--- src/rtl/i2cseq_pkg.sv ---
// Types and constants of the I2C EEPROM transfer sequencer.
// No dependencies; used by the top level and its checker.
package i2cseq_pkg;

    // PAGE_BYTES must be a power of two.
    localparam int unsigned MEM_BYTES  = 32768;
    localparam int unsigned PAGE_BYTES = 64;
    localparam int unsigned PAGE_BITS  = $clog2(PAGE_BYTES);

    localparam logic [16:0] PTR_LIMIT = 17'(MEM_BYTES);
    localparam logic [16:0] PTR_LAST  = 17'(MEM_BYTES - 1);

    localparam logic [1:0] ACT_SEEK  = 2'd0;
    localparam logic [1:0] ACT_WRITE = 2'd1;
    localparam logic [1:0] ACT_READ  = 2'd2;
    localparam logic [1:0] ACT_REPLY = 2'd3;

    localparam logic [2:0] OP_START_SEND   = 3'd0;
    localparam logic [2:0] OP_SEND         = 3'd1;
    localparam logic [2:0] OP_SEND_STOP    = 3'd2;
    localparam logic [2:0] OP_RESTART_SEND = 3'd3;
    localparam logic [2:0] OP_RECV_ACK     = 3'd4;
    localparam logic [2:0] OP_RECV_NACK    = 3'd5;

    localparam logic [2:0] ST_WRITTEN   = 3'd0;
    localparam logic [2:0] ST_READ_DATA = 3'd1;
    localparam logic [2:0] ST_SEEK_DONE = 3'd2;
    localparam logic [2:0] ST_BUS_ERROR = 3'd3;
    localparam logic [2:0] ST_BUSY      = 3'd4;
    localparam logic [2:0] ST_DENIED    = 3'd5;

    localparam logic [1:0] MODE_READ_ONLY  = 2'd0;
    localparam logic [1:0] MODE_WRITE_ONLY = 2'd1;

    localparam logic [1:0] REG_OPEN_MODE   = 2'd0;
    localparam logic [1:0] REG_NONBLOCKING = 2'd1;
    localparam logic [1:0] REG_CONTROL     = 2'd2;

    typedef struct packed {
        logic [1:0]  action;
        logic [15:0] offset;
        logic [7:0]  data_byte;
        logic        first_of_transfer;
        logic        last_of_transfer;
        logic        reply_acked;
        logic [7:0]  reply_byte;
    } in_item_t;

    typedef struct packed {
        logic        to_host;
        logic [2:0]  bus_op;
        logic [7:0]  bus_byte;
        logic [2:0]  host_status;
        logic [7:0]  host_byte;
        logic [15:0] pointer_now;
    } out_item_t;

endpackage

--- src/rtl/i2c_eeprom_transfer_sequencer.sv ---
// Top level of the I2C EEPROM transfer sequencer: input register, sequencing
// logic and result register. Depends on i2cseq_pkg.
//
// Channel   Direction  Handshake           Payload
// s_        in         s_valid / s_ready   s_data (in_item_t)
// m_        out        m_valid / m_ready   m_data (out_item_t)
// cfg_      in         cfg_wr_en           cfg_addr, cfg_wr_data
//
// One transfer is accepted per cycle unless m_ready stalls the output; its
// result passes through the input register, then the result register. The
// rate is set by the state update between the two registers. Reset is
// synchronous, restores all state, empties both registers, holds s_ready low.
// A stall on m_ready backs up through the input register to s_ready.
module i2c_eeprom_transfer_sequencer
    import i2cseq_pkg::*;
(
    input  logic      aclk,
    input  logic      aresetn,
    input  logic      s_valid,
    output logic      s_ready,
    input  in_item_t  s_data,
    output logic      m_valid,
    input  logic      m_ready,
    output out_item_t m_data,
    input  logic       cfg_wr_en,
    input  logic [1:0] cfg_addr,
    input  logic [7:0] cfg_wr_data
);

    typedef enum logic [2:0] {
        PH_IDLE, PH_CTRL, PH_HI, PH_LO, PH_RCTRL, PH_DATA
    } phase_t;

    phase_t      phase_reg, phase_next;
    logic [15:0] mem_pointer_reg, mem_pointer_next;
    logic [7:0]  held_byte_reg, held_byte_next;
    logic        held_last_reg, held_last_next;
    logic        read_kind_reg, read_kind_next;
    logic        busy_reg, busy_next;

    logic [1:0]  open_mode_reg;
    logic        nonblocking_reg;
    logic [7:0]  control_reg;

    logic        in_valid_reg;
    in_item_t    in_data_reg;
    logic        out_valid_reg;
    out_item_t   out_data_reg;

    logic        advance;
    logic        res_valid;
    out_item_t   res;

    function automatic out_item_t bus_cmd(logic [2:0] op, logic [7:0] b);
        out_item_t o;
        o = '0;
        o.bus_op = op;
        o.bus_byte = b;
        return o;
    endfunction

    function automatic out_item_t host_resp(logic [2:0] st, logic [7:0] b);
        out_item_t o;
        o = '0;
        o.to_host = 1'b1;
        o.host_status = st;
        o.host_byte = b;
        return o;
    endfunction

    function automatic out_item_t data_cmd(logic rd, logic lst, logic [7:0] b,
                                           logic [15:0] p);
        logic fin;
        if (rd) begin
            fin = lst || ({1'b0, p} == PTR_LAST);
            return bus_cmd(fin ? OP_RECV_NACK : OP_RECV_ACK, 8'd0);
        end
        fin = lst || (p[PAGE_BITS-1:0] == {PAGE_BITS{1'b1}});
        return bus_cmd(fin ? OP_SEND_STOP : OP_SEND, b);
    endfunction

    assign advance = in_valid_reg && (!out_valid_reg || m_ready);
    assign s_ready = aresetn && (!in_valid_reg || advance);
    assign m_valid = out_valid_reg;
    assign m_data  = out_data_reg;

    always_comb begin
        logic is_read;
        logic denied;
        phase_next       = phase_reg;
        mem_pointer_next = mem_pointer_reg;
        held_byte_next   = held_byte_reg;
        held_last_next   = held_last_reg;
        read_kind_next   = read_kind_reg;
        busy_next        = busy_reg;
        res_valid        = 1'b0;
        res              = '0;
        is_read          = (in_data_reg.action == ACT_READ);
        denied = is_read ? (open_mode_reg == MODE_WRITE_ONLY)
                         : (open_mode_reg == MODE_READ_ONLY);
        case (in_data_reg.action)
            ACT_SEEK: begin
                res_valid = 1'b1;
                if (busy_reg || phase_reg != PH_IDLE) begin
                    res = host_resp(ST_BUSY, 8'd0);
                end else begin
                    mem_pointer_next = in_data_reg.offset;
                    res = host_resp(ST_SEEK_DONE, 8'd0);
                end
            end
            ACT_WRITE, ACT_READ: begin
                res_valid = 1'b1;
                if (phase_reg != PH_IDLE) begin
                    res = host_resp(ST_BUSY, 8'd0);
                end else if (denied) begin
                    res = host_resp(ST_DENIED, 8'd0);
                end else if ({1'b0, mem_pointer_reg} >= PTR_LIMIT) begin
                    busy_next = 1'b0;
                    res = host_resp(ST_DENIED, 8'd0);
                end else begin
                    busy_next      = 1'b1;
                    read_kind_next = is_read;
                    held_byte_next = is_read ? 8'd0 : in_data_reg.data_byte;
                    held_last_next = in_data_reg.last_of_transfer;
                    if (in_data_reg.first_of_transfer ||
                        (!is_read && mem_pointer_reg[PAGE_BITS-1:0] == '0)) begin
                        phase_next = PH_CTRL;
                        res = bus_cmd(OP_START_SEND, control_reg);
                    end else begin
                        phase_next = PH_DATA;
                        res = data_cmd(is_read, in_data_reg.last_of_transfer,
                                       in_data_reg.data_byte, mem_pointer_reg);
                    end
                end
            end
            default: begin
                res_valid = (phase_reg != PH_IDLE);
                if (!in_data_reg.reply_acked && phase_reg != PH_IDLE) begin
                    if ((phase_reg == PH_CTRL || phase_reg == PH_HI) &&
                        !nonblocking_reg) begin
                        phase_next = PH_CTRL;
                        res = bus_cmd(OP_START_SEND, control_reg);
                    end else begin
                        phase_next = PH_IDLE;
                        busy_next  = 1'b0;
                        res = host_resp(ST_BUS_ERROR, 8'd0);
                    end
                end else begin
                    case (phase_reg)
                        PH_CTRL: begin
                            phase_next = PH_HI;
                            res = bus_cmd(OP_SEND, mem_pointer_reg[15:8]);
                        end
                        PH_HI: begin
                            phase_next = PH_LO;
                            res = bus_cmd(OP_SEND, mem_pointer_reg[7:0]);
                        end
                        PH_LO: begin
                            if (read_kind_reg) begin
                                phase_next = PH_RCTRL;
                                res = bus_cmd(OP_RESTART_SEND, control_reg | 8'h01);
                            end else begin
                                phase_next = PH_DATA;
                                res = data_cmd(read_kind_reg, held_last_reg,
                                               held_byte_reg, mem_pointer_reg);
                            end
                        end
                        PH_RCTRL: begin
                            phase_next = PH_DATA;
                            res = data_cmd(read_kind_reg, held_last_reg,
                                           held_byte_reg, mem_pointer_reg);
                        end
                        PH_DATA: begin
                            phase_next       = PH_IDLE;
                            mem_pointer_next = mem_pointer_reg + 16'd1;
                            if (held_last_reg) begin
                                busy_next = 1'b0;
                            end
                            res = read_kind_reg
                                ? host_resp(ST_READ_DATA, in_data_reg.reply_byte)
                                : host_resp(ST_WRITTEN, 8'd0);
                        end
                        default: begin
                            res = '0;
                        end
                    endcase
                end
            end
        endcase
        res.pointer_now = mem_pointer_next;
    end

    always_ff @(posedge aclk) begin
        if (!aresetn) begin
            open_mode_reg   <= 2'd2;
            nonblocking_reg <= 1'b0;
            control_reg     <= 8'd160;
            phase_reg       <= PH_IDLE;
            mem_pointer_reg <= '0;
            held_byte_reg   <= '0;
            held_last_reg   <= 1'b0;
            read_kind_reg   <= 1'b0;
            busy_reg        <= 1'b0;
            in_valid_reg    <= 1'b0;
            out_valid_reg   <= 1'b0;
        end else begin
            if (cfg_wr_en) begin
                case (cfg_addr)
                    REG_OPEN_MODE:   open_mode_reg   <= cfg_wr_data[1:0];
                    REG_NONBLOCKING: nonblocking_reg <= cfg_wr_data[0];
                    REG_CONTROL:     control_reg     <= cfg_wr_data;
                    default: ;
                endcase
            end
            if (s_ready) begin
                in_valid_reg <= s_valid;
            end
            if (advance) begin
                phase_reg       <= phase_next;
                mem_pointer_reg <= mem_pointer_next;
                held_byte_reg   <= held_byte_next;
                held_last_reg   <= held_last_next;
                read_kind_reg   <= read_kind_next;
                busy_reg        <= busy_next;
            end
            if (advance && res_valid) begin
                out_valid_reg <= 1'b1;
            end else if (m_ready) begin
                out_valid_reg <= 1'b0;
            end
        end
    end

    always_ff @(posedge aclk) begin
        if (s_ready && s_valid) begin
            in_data_reg <= s_data;
        end
        if (advance && res_valid) begin
            out_data_reg <= res;
        end
    end

endmodule

--- config.mk ---
export PLATFORM = sky130hd
export DESIGN_NAME = i2c_eeprom_transfer_sequencer
export DESIGN_NICKNAME = d
export VERILOG_FILES = /design/src/rtl/i2cseq_pkg.sv /design/src/rtl/i2c_eeprom_transfer_sequencer.sv
export SDC_FILE = /design/constraint.sdc
export NUM_CORES = 1
export LEC_CHECK = 0
export BUFFER_PORTS_ARGS = -buffer_cell sky130_fd_sc_hd__buf_2
export CAP_MARGIN = 20
export CORE_MARGIN = 3
export CORE_UTILIZATION = 56
export CTS_CLUSTER_DIAMETER = 30
export DETAILED_ROUTE_END_ITERATION = 12
export PLACE_DENSITY = 0.77
export SKIP_CTS_REPAIR_TIMING = 1
export SLEW_MARGIN = 20
export SYNTH_ARGS = -nofsm -noshare
export SYNTH_HDL_FRONTEND = slang
export SYNTH_SLANG_ARGS = --single-unit
--- constraint.sdc ---
create_clock -name aclk -period 3.79 [get_ports aclk]
set_clock_uncertainty 0.1 [all_clocks]
set_input_delay 0 -clock aclk [delete_from_list [all_inputs] [get_ports aclk]]
set_output_delay 0 -clock aclk [all_outputs]
set_load 0.02 [all_outputs]
Yosys cells after proc, flatten, opt, wreduce, memory -nomap -nowiden
Index checks and enable logic that the tools add are counted.
- flip-flop bits (word level): 119
- input port bits: 52
- output and inout port bits: 41
- word-level logic and storage cells: 144
- add/sub/neg operators: 1
- order comparisons: 1
- eq/ne operators: 16
- muxes and demuxes: 60
- bitwise operators: 4
- reductions and logical operators: 38
- operators by type and width (operator ; number):
    two-way mux 39 bit ; 12
    case mux 39 bit (5 select lines) ; 1
    case mux 39 bit (2 select lines) ; 1
    two-way mux 16 bit ; 3
    case mux 16 bit (2 select lines) ; 1
    two-way mux 1 bit ; 29
    two-way mux 27 bit ; 1
    two-way mux 25 bit ; 1
    adder 16 x 1 -> 16 bit (second input constant) ; 1
    == test 16 x 15 -> 1 bit (second input constant) ; 1
    >= comparator 16 bit (second input constant) ; 1
    two-way mux 3 bit ; 5
    case mux 3 bit (5 select lines) ; 1
    logical OR 1 bit ; 9
    nonzero test 3 bit ; 3
    two-way mux 8 bit ; 1
    logical AND 1 bit ; 7
    AND reduction 7 bit ; 1
    nonzero test 7 bit ; 1
    == test 2 x 1 -> 1 bit (second input constant) ; 3
    == test 3 x 2 -> 1 bit (second input constant) ; 2
    == test 3 bit (second input constant) ; 2
    == test 6 bit (second input constant) ; 1
    logical NOT 2 bit ; 3
    other kinds (16) ; 29

Longest topological paths before layout
Gate-level depths: netlist of the first run.
- word-level depth: 15
- mapped depth: 9
- mapped depth without buffers: 7

Worst setup path before layout of the first run
No wires, ideal clock.
- path kind: reg2reg
- from: register out_valid_reg, in the netlist m_valid
- to: register out_data_reg, in the netlist m_data[0], enable pin
- setup time: 450 ps
- arrival time: 2981 ps
- data required time: 3240 ps
- path slack: 259 ps
- cell stages (with the launch flop): 6
- buffers on the path: 2
- clock period less this slack: 3531 ps
- cells stage by stage: dfxtp_1 > nor2b_1 > clkbuf_1 > nand2b_1 > clkbuf_1 > a21oi_1
- longest elaborated chain between the ends: 4
- RTL lines (item ; line ; source):
    from (decl) ; i2c_eeprom_transfer_sequencer.sv:47 ; logic out_valid_reg;
    from (signal assigned) ; i2c_eeprom_transfer_sequencer.sv:205 ; out_valid_reg <= 1'b0;
    from (signal assigned) ; i2c_eeprom_transfer_sequencer.sv:227 ; out_valid_reg <= 1'b1;
    from (signal assigned) ; i2c_eeprom_transfer_sequencer.sv:229 ; out_valid_reg <= 1'b0;
    logical NOT 1 bit ; i2c_eeprom_transfer_sequencer.sv:82 ; assign advance = in_valid_reg && (!out_valid_reg || m_ready);
    logical OR 1 bit ; i2c_eeprom_transfer_sequencer.sv:82 ;
    logical AND 1 bit ; i2c_eeprom_transfer_sequencer.sv:82 ;
    logical AND 1 bit ; i2c_eeprom_transfer_sequencer.sv:238 ; if (advance && res_valid) begin
    to (signal assigned) ; i2c_eeprom_transfer_sequencer.sv:239 ; out_data_reg <= res;
    to (decl) ; i2c_eeprom_transfer_sequencer.sv:48 ; out_item_t out_data_reg;
Every way passes these cells.
A chain may end at the register's enable or synchronous reset.

==> key figures, run 1 <==
Logic synthesis
  – Synth warn: 0
  – Synthesis-stage register bit count: 119
  – Post-synth top area share: 0.408
  – Synth async-reset ratio: 0
  – Mapped Area: 5590 sq um
  – Post-synth EDFFs: 76
  – Top_reg_cell synth: edfxtp_1
  – Register area share after synthesis: 0.562
  – Synth cell count leaders: 76 x edfxtp_1, 63 x nand2_1, 43 x dfxtp_1, 40 x a21oi_1, 40 x nor2_1
  – Syn Nets: 598
  – Synth cell types: 66
  – Post-synth top area cell: edfxtp_1
  – Instance count of the mapped netlist: 541
  – Syn avg cell area: 10.3 sq um
  – Largest cells by area after synthesis: edfxtp_1 41%, dfxtp_1 15%, nand2_1 4.2%
  – Top-count cell post-synth: edfxtp_1

Timing
  – Slew at the pin with the worst max-slew slack: 1.01 ns
  – Tcrit/Tclk final: 0.754
  – Max transition margin: 0.324
  – Setup violators final: 0
  – Fin. Hold Viols: 0
  – Total Neg Setup Slack: 0 ns
  – Minimum clock period: 2.86 ns
  – Final worst slack: 0.934 ns
  – Pins Over Slew Limit: 0
  – RSZ-0062 raised after global routing: false
  – F_max: 0.350 GHz

GRT
  – GRT Overall Usage: 0.270
  – Number of global-route vias before repair: 4725
  – Global-route wire length before repair: 23.6 mm
  – Largest net degree at the start of global routing: 38
  – Gr ovfl total: 0
  – Initial antenna violation count: 0

CTS
  – Root Driver: clkbuf_8
  – Cts bufs inserted: 17
  – Clk sink count: 119
  – Clock latency on the worst-skew pair: 0.51 ns
  – Max clock buf depth: 2
  – Htree depth: 4
  – CTS tree: yes
  – Clock slew at reported path FFs: 0.06 ns

Worst setup path
  – Crit path capture type: flip-flop
  – Slowest CP cell: nor3b_2
  – Slowest stage delay, CP: 0.71 ns
  – Critical Path RT: 4.02 ns
  – Crit-path max FO: 9
  – Setup Crit Path Kind: reg -> reg
  – CP startpoint kind: flip-flop
  – WP data arrival: 3.09 ns
  – CP cell instances: inv_1 -> ha_1 -> nor4b_1 -> o2111ai_1 -> nor3b_2 -> o21ai_0 -> o31ai_1

Floorplanning
  – Io pins: 93
  – Full die area: 11200 sq um
  – Horiz. Die Dim: 106 um
  – Die height: 106 um
  – Initial Util: 0.591
  – Core ar.: 9460 sq um
  – Row count: 35

Placement
  – Final GP Congestion: 0.997
  – Dpl ws: 1.05 ns
  – Placed wire-length estimate: 10.1 mm
  – Post-DP Area: 6140 sq um
  – Port Buffers: 92

Flow run
  – Max Cap Viol: 0

Detailed routing
  – First drt pass iteration count: 5
  – Drt initial violations: 535
  – Wire per inst: 19.7 um
  – Detail Route Antenna Nets: 0
  – Via count: 5041
  – Routed WL: 16.1 mm
  – DRC: 0
  – Drt via density: 6.15

Outcome
  – Status: completed

Finish
  – Nets: 735
  – Layout cells sized above 1: 0.207
  – Synth-to-Final Area Change: 31.2%
  – Max reg flops: 39
  – Finished layout cell area: 7340 sq um
  – Util after Layout: 0.776
  – Diode count: 0

Pwr
  – PwrDens: 468 nW/um^2
  – Leakage power total: 2.85 nW
  – Max IR drop VDD: 0.000407 V

Min path
  – Worst hold path type: in -> reg
-- cells by family (layout without fill, tap and decap cells) --
group	Yosys count	count (layout)	share of synthesized area
simple gates	182	182	0.162
mux	16	16	0.0289
xor+xnor	3	3	0.00470
compound gates	156	156	0.189
flops	119	119	0.562
buf+inv	59	209	0.0414
fa+ha+maj	6	6	0.0130
-- worst max-delay path: cells and delay by family (launching register included) --
family / cells / cell delay [ns]
AND/OR/NAND/NOR: 2 / 1.05
AO/OA/AOI/OAI: 3 / 0.64
adder cells (fa/ha/maj): 1 / 0.45
flip-flops: 1 / 0.38
buffers and inverters: 1 / 0.05
-- worst paths after layout --
check | startpoint | end | slack [ns] | cells after the start
worst min register to register | held_byte_reg[6] | held_byte_reg[6] | 0.36 | 2
worst min-delay path | s_data[29] | in_data_reg[29] | 0.1 | 2
worst max-delay path | in_data_reg[36] | m_data[36] | 0.93 | 7
worst max register to register | in_data_reg[36] | m_data[36] | 0.93 | 7
-- cell usage in the layout, fill, tap and decap left out, types with 6 or more instances in the layout --
cell / netlist / final
inv_1: 20 / 20
buf_4: 0 / 7
dlygate4sd3_1: 0 / 57
nor3_1: 8 / 8
and3_1: 9 / 9
clkbuf_16: 0 / 20
edfxtp_1: 76 / 76
dfxtp_1: 43 / 43
a21o_1: 7 / 7
nand2_1: 63 / 63
nor2_1: 40 / 40
nand3_1: 17 / 17
buf_2: 8 / 92
o31ai_1: 8 / 8
mux2i_1: 15 / 15
o21a_1: 6 / 6
a21oi_1: 40 / 39
a22oi_1: 14 / 14
o2bb2ai_1: 6 / 6
o21ai_0: 26 / 26
-- per-stage QoR --
stage / cells / hold slack [ns] / power, W
after detailed placement: 731 / 0.0783 / 0.00175
final: 820 / 0.0962 / 0.00344
after floorplan: 541 / -0.00113 / 0.00165
after global placement: 731 / 0.0760 / 0.00174
after global routing: 820 / 0.0903 / 0.00353
after CTS: 763 / -0.454 / 0.00339
-- layer usage --
layer,track usage,share of wire
met1,0.373,0.41
met2,0.414,0.48
met3,0.0540,0.081
met4,0.123,0.028
met5,0,0
-- cell type report --
type	count	area [sq um]
sequential	119	3140
multi-input combinational	363	2230
fill	658	2120
timing repair buffer	157	1100
clock buffer	22	528
tap	129	161
clock inverter	10	97.6
inverter	20	75.1
-- power breakdown --
part | total, W | internal [W] | switching [W]
Combinational | 0.000309 | 0.000128 | 0.000180
Sequential | 0.00147 | 0.00144 | 0.0000366
Clock | 0.00166 | 0.00105 | 0.000603
Total | 0.00344 | 0.00262 | 0.000820
Power figures use the tool's default switching activity.
==> inputs of run 2 (changes only) <==
--- a/config.mk
+++ b/config.mk
@@ -5,13 +5,14 @@
 export SDC_FILE = /design/constraint.sdc
 export NUM_CORES = 1
 export LEC_CHECK = 0
+export ABC_AREA = 1
 export BUFFER_PORTS_ARGS = -buffer_cell sky130_fd_sc_hd__buf_2
 export CAP_MARGIN = 20
 export CORE_MARGIN = 3
-export CORE_UTILIZATION = 56
+export CORE_UTILIZATION = 57
 export CTS_CLUSTER_DIAMETER = 30
 export DETAILED_ROUTE_END_ITERATION = 12
-export PLACE_DENSITY = 0.77
+export PLACE_DENSITY = 0.78
 export SKIP_CTS_REPAIR_TIMING = 1
 export SLEW_MARGIN = 20
 export SYNTH_ARGS = -nofsm -noshare
==> constraint.sdc (replaced) <==
create_clock -name aclk -period 2.9 [get_ports aclk]
set_clock_uncertainty 0.1 [all_clocks]
set_input_delay 0 -clock aclk [delete_from_list [all_inputs] [get_ports aclk]]
set_output_delay 0 -clock aclk [all_outputs]
set_load 0.02 [all_outputs]
==> run 2 against run 1 <==
Effect of this change: the flow now finishes with violations (hold timing); area after synthesis grew 3.4%; non-clock buffer count grew 1; register-to-register slack lost 0.31 ns; maximum frequency grew 26%; power grew 32%; routed wire length grew 1.0%; via count grew 5.6%; core utilization shrank 0.89 points; count of clock-buffer cells in the layout grew 1; cell count grew 17%; critical path type unchanged; critical endpoint is now m_data[28].
==> key figures, run 2 <==
Outcome
  – Status: finished, violations left
  – Failing checks: hold timing

Worst setup path
  – Crit path from: in_data_reg[35]
  – FF-to-FF setup slack: 0.63 ns (-0.31 ns)
  – Critical Path RT: 3.15 ns (-0.87 ns)
  – Critical R2R Launch: in_data_reg[35]
  – Crit-path max FO: 12 (+3)
  – WP data arrival: 2.52 ns (-0.57 ns)
  – CP startpoint kind: flip-flop
  – FF-to-FF End: m_data[28]
  – Crit path capture type: flip-flop
  – Setup Crit Path Kind: reg -> reg
  – R2R depth: 10 (+3)

Timing
  – Max transition margin: 0.560 (+0.235)
  – Total Neg Setup Slack: 0 ns (unchanged)
  – Setup violators final: 0 (unchanged)
  – Final worst slack: 0.627 ns (-0.307 ns)
  – Tcrit/Tclk final: 0.784 (+0.0303)
  – Fin. Hold Viols: 1 (+1)
  – Minimum clock period: 2.27 ns (-0.583 ns)
  – Pins Over Slew Limit: 0 (unchanged)
  – F_max: 0.440 GHz (+26%)
  – WHS: -0.00336 ns (-0.0996 ns)
  – RSZ-0062 raised after global routing: false
  – Slew at the pin with the worst max-slew slack: 0.657 ns (-0.349 ns)

Detailed routing
  – Detail Route Antenna Nets: 0 (unchanged)
  – DRC: 0 (unchanged)
  – Routed WL: 16.3 mm (+1.0%)
  – Via count: 5321 (+5.6%)
  – Wire per inst: 17.0 um (-14%)
  – Drt via density: 5.54 (-9.8%)
  – First drt pass iteration count: 6 (+1)
  – Drt initial violations: 540 (+0.93%)

Logic synthesis
  – Syn avg cell area: 8.80 sq um (-15%)
  – Post-synth top area share: 0.395 (-0.0132)
  – Synth warn: 0 (unchanged)
  – Top-count cell post-synth: nand2_1
  – Top_reg_cell synth: edfxtp_1
  – Instance count of the mapped netlist: 657 (+21%)
  – Post-synth top area cell: edfxtp_1
  – Synth async-reset ratio: 0 (unchanged)
  – Mapped Area: 5780 sq um (+3.4%)
  – Synth cell types: 41 (-38%)
  – Syn Nets: 714 (+19%)
  – Post-synth EDFFs: 76 (unchanged)
  – Largest cells by area after synthesis: edfxtp_1 39%, dfxtp_1 15%, nand2_1 9.4%
  – Synthesis-stage register bit count: 119 (unchanged)
  – Register area share after synthesis: 0.544 (-0.0182)
  – Synth cell count leaders: 145 x nand2_1, 80 x inv_1, 76 x edfxtp_1, 66 x nand3_1, 62 x nor2_1

Finish
  – Most common cell after layout, fill and taps aside: nand2_1
  – Most frequent cells in the layout: 145 x nand2_1, 92 x buf_2, 80 x inv_1, 76 x edfxtp_1, 66 x nand3_1
  – Synth-to-Final Area Change: 30.3%
  – Layout cells sized above 1: 0.200 (-0.00743)
  – Nets: 871 (+19%)
  – Max reg flops: 39 (unchanged)
  – Diode count: 0 (unchanged)

CTS
  – Clk sink count: 119 (unchanged)
  – Htree depth: 4 (unchanged)
  – Root Driver: clkbuf_8
  – Max clock buf depth: 2 (unchanged)
  – Clock slew at reported path FFs: 0.06 ns (about the same)
  – CTS tree: yes
  – Clock latency on the worst-skew pair: 0.54 ns (+0.03 ns)
  – Cts bufs inserted: 17 (unchanged)

Floorplanning
  – Core ar.: 9820 sq um (+3.8%)
  – Die height: 107 um (+0.73%)
  – Initial Util: 0.589 (-0.00258)
  – Horiz. Die Dim: 107 um (+0.73%)
  – Row count: 36 (+2.9%)
  – Io pins: 93 (unchanged)
  – Full die area: 11400 sq um (+1.5%)

Min path
  – Worst Min Path Start: cfg_wr_en
  – Hold EP: control_reg[6]
  – Worst Hold Depth: 5 (+3)
  – Worst hold path type: in -> reg

Placement
  – Dpl ws: 0.650 ns (-0.400 ns)
  – Port Buffers: 92 (unchanged)
  – Placed wire-length estimate: 10.4 mm (+3.6%)
  – Final GP Congestion: 0.940 (-5.7%)

GRT
  – Number of global-route vias before repair: 4660 (-1.4%)
  – Grt met2 use: 0.429 (+0.0146)
  – Largest net degree at the start of global routing: 32 (-16%)
  – Initial antenna violation count: 0 (unchanged)
  – Gr ovfl total: 0 (unchanged)
  – GRT Overall Usage: 0.268 (-0.00170)
  – Global-route wire length before repair: 23.3 mm (-1.3%)
  – Gr busiest metal: met2
  – Met3 Usage GRT: 0.0680 (+0.0140)
  – Met1 Track Usage GR: 0.350 (-0.0226)

Pwr
  – PwrDens: 601 nW/um^2 (+28%)
  – Max IR drop VDD: 0.000648 V (+59%)
  – Leakage power total: 3.25 nW (+14%)

Flow run
  – Max Cap Viol: 0 (unchanged)
[run 2: critical path, stage by stage (launching register included)]
cell,delay (ns)
edfxtp_1,0.40
inv_1,0.10
ha_1,0.31
inv_2,0.16
nand2_1,0.13
nand3_1,0.11
nor2_2,0.15
nand2_1,0.12
clkinv_2,0.16
o21ai_0,0.10
o211ai_1,0.24
[run 2: final cells by class]
class	instances	area, sq um
tap	133	166
clock buffer	23	510
clock inverter	9	60.1
multi-input combinational	430	2210
timing repair buffer	158	1110
inverter	88	334
sequential	119	3140
fill	690	2290
[run 2: how the worst max path moves through the flow]
stage | endpoint | slack (ns)
after floorplan | in_data_reg[0] | 0.23
final | m_data[28] | 0.63
after global placement | m_data[28] | 0.75
after global routing | m_data[27] | 0.40
after detailed placement | m_data[28] | 0.65
after CTS | m_data[28] | 0.64
[run 2: through the flow]
stage / total power (W) / utilization / area, sq um / cells
finish: 0.00453 / 0.767 / 7530 / 960
global route: 0.00470 / 0.767 / 7530 / 960
CTS: 0.00447 / 0.706 / 6930 / 900
detailed placement: 0.00251 / 0.648 / 6360 / 868
global placement: 0.00249 / 0.648 / 6360 / 868
floorplan: 0.00234 / - / 5780 / 657
[run 2: kinds of logic (layout without fill, tap and decap cells)]
group	after synthesis	after routing	synth area share
adders and majority gates	5	5	0.0108
DFF	119	119	0.544
and+or+nand+nor	301	301	0.231
buffers and inverters	108	278	0.0749
AOI/OAI and AO/OA	124	124	0.140
[run 2: per-layer routing]
metal / routed length [um] / part of all wire / vias to the layer above
li1: - / - / 2562
met1: 6230 / 0.38 / 2434
met2: 8240 / 0.50 / 283
met3: 1440 / 0.088 / 42
met4: 403 / 0.025 / 0
met5: 0 / 0 / -
[run 2: power by group]
part / leakage [nW] / internal [W] / switching [W]
combinational: 1.90 / 0.000214 / 0.000377
sequential: 1.07 / 0.00190 / 0.0000560
clock: 0.280 / 0.00122 / 0.000750
total: 3.25 / 0.00334 / 0.00118
==> inputs of run 3 (changes only) <==
--- a/config.mk
+++ b/config.mk
@@ -9,10 +9,10 @@
 export BUFFER_PORTS_ARGS = -buffer_cell sky130_fd_sc_hd__buf_2
 export CAP_MARGIN = 20
 export CORE_MARGIN = 3
-export CORE_UTILIZATION = 57
+export CORE_UTILIZATION = 51
 export CTS_CLUSTER_DIAMETER = 30
 export DETAILED_ROUTE_END_ITERATION = 12
-export PLACE_DENSITY = 0.78
+export PLACE_DENSITY = 0.74
 export SKIP_CTS_REPAIR_TIMING = 1
 export SLEW_MARGIN = 20
 export SYNTH_ARGS = -nofsm -noshare
==> constraint.sdc (replaced) <==
create_clock -name aclk -period 1.95 [get_ports aclk]
set_clock_uncertainty 0.1 [all_clocks]
set_input_delay 0 -clock aclk [delete_from_list [all_inputs] [get_ports aclk]]
set_output_delay 0 -clock aclk [all_outputs]
set_load 0.02 [all_outputs]
==> run 3 against run 2 <==
Effect of this change: the flow finishes with violations (setup timing); hold slack gained 0.13 ns; non-clock buffer count grew 19; combinational power grew 61%; count of clock-buffer cells in the layout shrank 6; first-iteration DRC count grew 14%; cell count grew 2.8%; via count grew 2.2%; sequential power grew 48%; worst setup slack lost 0.68 ns; clock power grew 53%; critical path type is now in -> reg.
==> key figures, run 3 (synthesized netlist as in run 2, its figures left out) <==
Timing
  – F_max: 0.498 GHz
  – Tcrit/Tclk final: 1.03
  – Fin. Hold Viols: 0 (-1)
  – WHS: 0.129 ns (+0.133 ns)
  – Setup violators final: 1 (+1)
  – RSZ-0062 raised after global routing: true
  – Pins Over Slew Limit: 0 (unchanged)
  – Max transition margin: 0.647 (+0.0871)
  – Slew at the pin with the worst max-slew slack: 0.527 ns (-0.130 ns)
  – Minimum clock period: 2.01 ns
  – Final worst slack: -0.0574 ns (-0.684 ns)

Outcome
  – Status: finished, violations left
  – Failing checks: setup timing

CTS
  – Clock slew at reported path FFs: 0.06 ns (about the same)
  – Htree depth: 4 (unchanged)
  – Root Driver: clkbuf_16
  – Max clock buf depth: 2 (unchanged)
  – Cts bufs inserted: 17 (unchanged)
  – CTS tree: yes
  – Clock latency on the worst-skew pair: 0.42 ns (-0.12 ns)
  – Clk sink count: 119 (unchanged)

Pwr
  – Leakage power total: 3.34 nW (+2.8%)
  – Clock share of power: 0.439 (+0.003)
  – Seq pwr share: 0.423 (-0.010)
  – Total net switching power: 0.00182 W (+54%)
  – Sw Share: 0.264 (+0.00317)
  – Logic pwr share: 0.138 (+0.007)
  – PwrDens: 883 nW/um^2 (+47%)
  – Internal power: 0.00507 W (+51%)
  – Max IR drop VDD: 0.000990 V (+53%)

GRT
  – Number of global-route vias before repair: 5022 (+7.8%)
  – Largest net degree at the start of global routing: 40 (+25%)
  – Gr ovfl total: 0 (unchanged)
  – GRT Overall Usage: 0.244 (-0.0247)
  – Global-route wire length before repair: 24.4 mm (+4.6%)
  – Initial antenna violation count: 0 (unchanged)

Finish
  – Diode count: 0 (unchanged)
  – Most frequent cells in the layout: 143 x nand2_1, 92 x buf_2, 76 x edfxtp_1, 75 x inv_1, 65 x nand3_1
  – Nets: 891 (+2.3%)
  – Finished layout cell area: 7800 sq um (+3.5%)
  – Util after Layout: 0.713 (-0.0541)
  – Post-Layout Cell Count: 987 (+2.8%)
  – Most common cell after layout, fill and taps aside: nand2_1
  – Layout cells sized above 1: 0.241 (+0.0413)
  – Fillers: 837 (+21%)
  – Max reg flops: 39 (unchanged)
  – Synth-to-Final Area Change: 34.9%
  – Seq. cell area: 3140 sq um (about the same)
  – Area occupied by multi-input gates: 2290 sq um (+3.6%)

Floorplanning
  – Full die area: 12600 sq um (+11%)
  – Die height: 112 um (+5.4%)
  – Io pins: 93 (unchanged)
  – Initial Util: 0.529 (-0.0601)
  – Core ar.: 10900 sq um (+11%)
  – Row count: 38 (+5.6%)
  – Horiz. Die Dim: 112 um (+5.4%)

Detailed routing
  – DRC: 0 (unchanged)
  – Wire per inst: 16.4 um (-3.3%)
  – Drt initial violations: 615 (+14%)
  – Via count: 5438 (+2.2%)
  – Detail Route Antenna Nets: 0 (unchanged)
  – Routed WL: 16.2 mm (-0.57%)
  – First drt pass iteration count: 5 (-1)
  – Drt via density: 5.51 (-0.60%)

Placement
  – Final GP Congestion: 0.953 (+1.4%)
  – Dpl ws: 0.0469 ns (-0.604 ns)
  – Port Buffers: 92 (unchanged)
  – Placed wire-length estimate: 10.8 mm (+3.9%)
  – Placed cells: 896 (+3.2%)
  – Post-DP Area: 6560 sq um (+3.1%)

Worst setup path
  – CP startpoint kind: primary input
  – Crit-path max FO: 27 (+15)
  – Setup Crit Path Kind: in -> reg
  – Crit path capture type: flip-flop
  – Critical Path RT: 2.21 ns (-0.94 ns)
  – WP data arrival: 2.27 ns (-0.25 ns)

Min path
  – Worst hold path type: in -> reg

Flow run
  – Max Cap Viol: 0 (unchanged)
## run 3: cell count changes in the layout (fill, tap and decap cells not counted), moves of 3 or more
cell / change
clkinv_4: +4
ha_1: -3
buf_4: +20
inv_1: -5
clkinvlp_4: +4
inv_2: +4
ha_2: +3
## run 3: routing by layer
metal  track usage  vias to the layer above  part of all wire
li1              -                     2600                 -
met1         0.300                     2528              0.40
met2         0.403                      260              0.50
met3        0.0615                       50             0.067
met4         0.115                        0             0.035
met5             0                        -                 0
## run 3: power groups by stage
stage | Clock [W] | Combinational (W) | Sequential (W)
floorplan | 0 | 0.000494 | 0.00300
global placement | 0 | 0.000794 | 0.00296
detailed placement | 0 | 0.000815 | 0.00296
CTS | 0.00308 | 0.000820 | 0.00291
global route | 0.00321 | 0.00104 | 0.00293
finish | 0.00302 | 0.000952 | 0.00291
## run 3: stage by stage
stage	total power (W)	setup TNS (ns)
after floorplan	0.00349	-1.21
after global placement	0.00375	0
after detailed placement	0.00378	0
after CTS	0.00681	0
after global routing	0.00717	-0.205
final	0.00689	-0.0574
## run 3: critical path, stage by stage
cell and delay, ns:
dlygate4sd3_1 0.52, buf_2 0.34, clkinv_1 0.14, buf_4 0.27, a311oi_1 0.37, dlygate4sd3_1 0.62
## run 3: layout make-up
| type | count | share of cell area |
|---|---|---|
| tap | 140 | 0.0225 |
| timing repair buffer | 177 | 0.161 |
| inverter | 88 | 0.0435 |
| multi-input combinational | 430 | 0.294 |
| sequential | 119 | 0.403 |
| timing repair inverter | 1 | 0.000963 |
| clock buffer | 17 | 0.0546 |
| clock inverter | 15 | 0.0201 |
## run 3: worst paths after layout
kind | start | end | slack [ns] | depth (start not counted)
max reg2reg | in_data_reg[36] | m_data[21] | 0.10 | 6
min | cfg_addr[0] | control_reg[2] | 0.13 | 4
max | aresetn | nonblocking_reg | -0.06 | 6
min reg2reg | held_byte_reg[6] | held_byte_reg[6] | 0.37 | 2
